## src/hdl/mlo_pkg.sv

```systemverilog
package mlo_pkg;

  localparam int AngleFracBits  = 16;
  localparam int VectorFracBits = 14;
  localparam int CordicSteps    = 24;

  localparam logic signed [31:0] CordicGainQ30 = 32'sd652032874;
  localparam logic [24:0] YawReset  = 25'(45 * (1 << AngleFracBits));
  localparam logic [24:0] FullTurn  = 25'(360 * (1 << AngleFracBits));
  localparam logic signed [23:0] PitchLim = 24'(89 * (1 << AngleFracBits));

  // Register indexes
  localparam logic [1:0] RegSens = 2'd0;
  localparam logic [1:0] RegCx   = 2'd1;
  localparam logic [1:0] RegCy   = 2'd2;

  // Datapath commands
  typedef enum logic [2:0] {
    CMD_NONE,
    CMD_LOAD,
    CMD_ANGLE,
    CMD_WRAP,
    CMD_CORDIC_START,
    CMD_CORDIC_STEP,
    CMD_MUL,
    CMD_OUT
  } cmd_t;

  typedef struct packed {
    cmd_t       cmd;
    logic [4:0] step;
    logic       sel_pitch;
    logic [2:0] mul_idx;
  } ctrl_t;

  typedef struct packed {
    logic wrap_done;
  } stat_t;

  function automatic logic signed [31:0] atan_q24(input logic [4:0] i);
    logic signed [31:0] r;
    case (i)
      5'd0:  r = 32'sd754974720;
      5'd1:  r = 32'sd445687602;
      5'd2:  r = 32'sd235489089;
      5'd3:  r = 32'sd119537938;
      5'd4:  r = 32'sd60000934;
      5'd5:  r = 32'sd30029717;
      5'd6:  r = 32'sd15018523;
      5'd7:  r = 32'sd7509720;
      5'd8:  r = 32'sd3754917;
      5'd9:  r = 32'sd1877466;
      5'd10: r = 32'sd938734;
      5'd11: r = 32'sd469367;
      5'd12: r = 32'sd234684;
      5'd13: r = 32'sd117342;
      5'd14: r = 32'sd58671;
      5'd15: r = 32'sd29335;
      5'd16: r = 32'sd14668;
      5'd17: r = 32'sd7334;
      5'd18: r = 32'sd3667;
      5'd19: r = 32'sd1833;
      5'd20: r = 32'sd917;
      5'd21: r = 32'sd458;
      5'd22: r = 32'sd229;
      5'd23: r = 32'sd115;
      default: r = 32'sd0;
    endcase
    return r;
  endfunction

  // Round a value with sh fractional bits to vector format, saturate
  function automatic logic signed [15:0] to_vec(input logic signed [63:0] v,
                                                input int sh);
    logic signed [63:0] r;
    logic signed [63:0] lim;
    lim = 64'sd1 <<< VectorFracBits;
    r = (v + (64'sd1 <<< (sh - 1))) >>> sh;
    if (r > lim) r = lim;
    if (r < -lim) r = -lim;
    return r[15:0];
  endfunction

endpackage

```

## src/hdl/mlo_ctrl.sv

```systemverilog
module mlo_ctrl (
  input  logic           clk,
  input  logic           rst_n,
  input  logic           in_fire,
  input  logic           out_busy,
  input  mlo_pkg::stat_t stat,
  output mlo_pkg::ctrl_t ctrl,
  output logic           busy
);

  typedef enum logic [2:0] {
    S_IDLE, S_ANGLE, S_WRAP, S_CSTART, S_CSTEP, S_MUL, S_OUT
  } state_t;

  state_t     state_r, state_nxt;
  logic [4:0] step_r, step_nxt;
  logic       pit_r, pit_nxt;
  logic [2:0] mul_r, mul_nxt;

  // Sequencer: load, angle update, yaw wrap, two CORDIC runs, four products, output
  always_comb begin
    state_nxt = state_r;
    step_nxt  = step_r;
    pit_nxt   = pit_r;
    mul_nxt   = mul_r;
    ctrl      = '{cmd: mlo_pkg::CMD_NONE, step: step_r, sel_pitch: pit_r,
                  mul_idx: mul_r};
    case (state_r)
      S_IDLE: if (in_fire) begin
        ctrl.cmd  = mlo_pkg::CMD_LOAD;
        state_nxt = S_ANGLE;
      end
      S_ANGLE: begin
        ctrl.cmd  = mlo_pkg::CMD_ANGLE;
        state_nxt = S_WRAP;
      end
      S_WRAP: begin
        ctrl.cmd = mlo_pkg::CMD_WRAP;
        if (stat.wrap_done) begin
          state_nxt = S_CSTART;
          pit_nxt   = 1'b0;
        end
      end
      S_CSTART: begin
        ctrl.cmd  = mlo_pkg::CMD_CORDIC_START;
        step_nxt  = '0;
        state_nxt = S_CSTEP;
      end
      S_CSTEP: begin
        ctrl.cmd = mlo_pkg::CMD_CORDIC_STEP;
        step_nxt = step_r + 5'd1;
        if (step_r == 5'(mlo_pkg::CordicSteps - 1)) begin
          if (pit_r) begin
            state_nxt = S_MUL;
            mul_nxt   = '0;
          end else begin
            pit_nxt   = 1'b1;
            state_nxt = S_CSTART;
          end
        end
      end
      S_MUL: begin
        ctrl.cmd = mlo_pkg::CMD_MUL;
        mul_nxt  = mul_r + 3'd1;
        if (mul_r == 3'd3) state_nxt = S_OUT;
      end
      S_OUT: if (!out_busy) begin
        ctrl.cmd  = mlo_pkg::CMD_OUT;
        state_nxt = S_IDLE;
      end
      default: state_nxt = S_IDLE;
    endcase
  end

  always_ff @(posedge clk) begin
    if (!rst_n) begin
      state_r <= S_IDLE;
      step_r  <= '0;
      pit_r   <= 1'b0;
      mul_r   <= '0;
    end else begin
      state_r <= state_nxt;
      step_r  <= step_nxt;
      pit_r   <= pit_nxt;
      mul_r   <= mul_nxt;
    end
  end

  assign busy = (state_r != S_IDLE);

endmodule

```

## config.mk

```make
export PLATFORM = sky130hd
export DESIGN_NAME = mlo_ctrl
export DESIGN_NICKNAME = d
export VERILOG_FILES = /design/src/hdl/mlo_pkg.sv /design/src/hdl/mlo_ctrl.sv
export SDC_FILE = /design/constraint.sdc
export NUM_CORES = 1
export LEC_CHECK = 0
export BUFFER_PORTS_ARGS = -buffer_cell sky130_fd_sc_hd__buf_2
export CORE_MARGIN = 3
export CORE_UTILIZATION = 27
export DETAILED_ROUTE_END_ITERATION = 10
export PLACE_DENSITY = 0.5
export SYNTH_ARGS = -nofsm -noshare
export SYNTH_HDL_FRONTEND = slang
export SYNTH_SLANG_ARGS = --single-unit
```

## constraint.sdc

```tcl
create_clock -name clk -period 1.5 [get_ports clk]
set_input_delay 0.3 -clock clk [delete_from_list [all_inputs] [get_ports clk]]
set_output_delay 0.3 -clock clk [all_outputs]
set_load 0.02 [all_outputs]
```

Word level (Yosys, flattened, before mapping):

Index checks and enable logic that the tools add are counted.

* register bits after elaboration: 12
* bits in latches: 0
* bits in writable memories: 0
* bits in read-only memories: 0
* input port bits: 5
* output and inout port bits: 13
* logic and storage cells: 45
* memories: 0

* add/subtract/negate cells: 2
* multipliers: 0
* div/mod/pow operators: 0
* order comparisons: 0
* equality and inequality tests: 14
* shift operators: 0
* muxes and demuxes: 17
* bitwise gates (word level): 0
* reduce and logical (&&, ||, !) cells: 8

Operators by type and width (number)
* $pmux 3 s7: 2
* $mux 3: 9
* $ne 2x2->1 const B: 6
* $pmux 5 s2: 1
* $eq 3x2->1 const B: 3
* $eq 3x3->1 const B: 3
* $pmux 3 s2: 1
* $reduce_and 3->1: 2
* $reduce_bool 2->1: 3
* $add 5x1->5 const B: 1
* $eq 5x5->1 const B: 1
* $reduce_and 5->1: 1
* $add 3x1->3 const B: 1
* $eq 3x1->1 const B: 1
* $logic_not 3->1: 1
* $mux 1: 3
* $reduce_bool 3->1: 1
* $pmux 1 s2: 1

Logic depth before layout (Yosys ltp):

* depth in word-level cells: 3
* mapped depth: 5
* mapped depth without buffers: 5

Least setup slack after synthesis:

OpenSTA, ideal clock, no wires.

* kind: flip-flop to output port
* from: register state_r[1]
* to: output port ctrl[9] (netlist bit)
* arrival: 1.298 ns
* data required time: 1.200 ns
* slack: -0.098 ns
* cell stages (with the launch flop): 5
* path buffers: 2
* cells stage by stage: dfxtp_1 > buf_2 > buf_2 > nor3_1 > a311oi_1

RTL lines
* start: declaration: RTL line mlo_ctrl.sv:15 `state_t state_r, state_nxt;`
* start signal: assignment: RTL line mlo_ctrl.sv:82 `state_r <= state_nxt;`
* end: declaration: RTL line mlo_ctrl.sv:7 `output mlo_pkg::ctrl_t ctrl,`

Worst setup path after layout:

* from: register state_r[1]
* to: output port busy

* cells in the longest elaborated chain, start to end: 1

RTL lines
* $reduce_bool 3->1: RTL line mlo_ctrl.sv:89 `assign busy = (state_r != S_IDLE);`
* end: declaration: RTL line mlo_ctrl.sv:8 `output logic busy`

Every way passes these cells.

==> results.ini <==
[clock_tree]
h-tree-depth=1
clock-sinks=12
clk_pin_slew_ns=0.08
numCtsBuffers=3
clockBufferDepth=2
cts_root_buffer=clkbuf_4
clk-insertion-delay-late_ns=0.27
hold_buffers=0
cts_tree=yes

[sta]
fmax_mhz=646
rsz0062_at_grt=yes
finalClockSkew_ns=0.00155
hold_viol_final=0
drv_slew=0
setup_viol=2
finalCriticalPeriod_ns=1.55
hold_ws_ns=0.331
fin_ws_ns=-0.0473
tightest_slew_ns=0.351
final.setup.tns_ns=-0.0753
fin_crit_sh=1.03
relSlewSlack=0.765

[logic_synthesis]
syn-cell-area_um2=790
yosys.area.top_type=dfxtp_1
synth-edff-count=0
synth_fp_nets=103
synthTopCellsByArea=dfxtp_1 (30%), a21oi_1 (7.0%), ha_1 (4.8%), nor3_1 (3.8%), buf_2 (3.2%)
yosysMostFrequentCell=dfxtp_1
syn_inst=95
synth-warning-count=0
syn-mean-instance-area_um2=8.31
synth.cells.most_frequent=dfxtp_1 (12), a21oi_1 (11), nor3_1 (6)
async_flop_share=0
yosys.cell_types.count=39
ys_seq_area_frac=0.304
ys_ff_latch=12
netlist.area_leader.share=0.304
ys.flop_type=dfxtp_1

[critical_path]
worstSetupStartpointType=flip-flop
worstPathMaxFanout=5
endpoint_kind=primary output
worst_ep_arrival_time_ns=1.25
reg2reg_depth=5
worst_ep_required_time_ns=1.20
worstSetupPathType=flip-flop to primary output
r2r-start=state_r[1]
r2r_slack_ns=0.06
r2r-end=step_r[3]

[pwr]
p_leak_nw=0.486
power_density_mw_per_mm2=951
ir_drop_mv=0.599

[min_path]
worst_hold_path.num_cells=2
min_to=state_r[0]
hp-start=rst_n
hp-class=input pin to flip-flop

[route]
viasPerCell=5.58
drt-total-wl_mm=2.17
vias=859
drc=0
ant_nets=0
drt_pass1_iterations=4
wire_per_inst_um=14.1
drtIter0Drc=25

[finish]
diodes=0
nets=133
layout-drive-gt1-share=0.460
area_growth_syn_to_layout_pct=38.7
fillers=278
final_core_util=0.415

[placement]
routabilityCongestion=0.793
dp_hpwl_mm=1.57
port_buffers=17

[die]
fp.dieH_um=60.1
die_x_um=60.1
ios=18
rows=18
floorplan.initialDensity=0.300
core_area_mm2=0.00264
die_area_mm2=0.00361

[grt]
grt_pass1_wl_mm=3.60
antenna_found_initial=0
grt_pass1_vias=819
grt_usage=0.134
overflow=0
grt_max_degree=13

[job]
drv_cap=0

[status]
status=finished, violations left
violations=setup timing

routing by layer:
metal | global-route usage | up-vias | wire (um)
met5 | 0 | - | 0
met4 | 0.0538 | 0 | 14
met3 | 0.0281 | 2 | 88
met2 | 0.225 | 16 | 1040
met1 | 0.163 | 415 | 1030
li1 | - | 426 | -
cell usage in the layout (no fill, tap or decap), types with 2 or more instances in the layout:
cell type   n
a21oi_1    11
buf_2      13
buf_4      18
buf_6       3
clkbuf_4    3
dfxtp_1     7
dfxtp_2     3
dfxtp_4     2
ha_1        2
inv_1       3
nand2_1     4
nand3_1     2
nor2_1      3
nor2b_1     2
nor3_1      6
nor4_1      2
o21ai_1     4
o31ai_1     2
or3_1       2
area by class of cell:
type                            count  area (um^2)  area share
Clock buffer                        4         36.3      0.0331
Tap cell                           30         37.5      0.0343
Multi-Input combinational cell     69          514       0.470
Timing Repair Buffer               34          234       0.214
Sequential cell                    12          251       0.230
Inverter                            5         21.3      0.0194
how the worst max path moves through the flow:
stage / cells past startpoint / slack, ns / end / start
5_1_grt: 3 / -0.08 / busy / state_r[1]
3_5_place_dp: 4 / 0.08 / pit_r / step_r[0]
2_1_floorplan: 4 / 0.06 / ctrl[9] / state_r[1]
6_report: 3 / -0.05 / busy / state_r[1]
3_3_place_gp: 4 / 0.10 / pit_r / step_r[0]
4_1_cts: 3 / -0.05 / busy / state_r[1]
stage by stage:
step           setup slack (ns)  instance area [um^2]  instances  total power, W
3_3_place_gp              0.105                   937        142        0.000682
6_report                -0.0473                  1090        154         0.00104
2_1_floorplan            0.0630                   798         95        0.000584
5_1_grt                 -0.0823                  1090        154         0.00111
4_1_cts                 -0.0538                  1050        153         0.00101
3_5_place_dp             0.0763                   937        142        0.000682
critical path, cell delays in order, from the launching register on:
cell	delay, ns
dfxtp_4	0.37
buf_6	0.12
or3_4	0.35
buf_6	0.14
report_power, final:
group / total, W / internal (W) / switching [W]
combinational: 0.000416 / 0.000202 / 0.000214
clock: 0.000262 / 0.000147 / 0.000114
sequential: 0.000364 / 0.000337 / 0.0000271
timing repair:
action                                  4_1_cts  5_1_grt
gates resized for setup                      10       10
setup buffers                                 7        1
pin swaps                                     1        0
endpoints found under the setup margin        4        9
registers in the layout, indices dropped and copies added (netlist names):
name and count:
state_r 3, pit_r 1, mul_r 3, step_r 5
logic make-up (layout without fill, tap and decap cells):
family	after synthesis	in the layout	synth area share
AOI/OAI and AO/OA	35	35	0.315
adders and majority gates	3	3	0.0475
and+or+nand+nor	31	31	0.244
buffers and inverters	14	43	0.0887
DFF	12	12	0.304
Power figures use the tool's default switching activity.
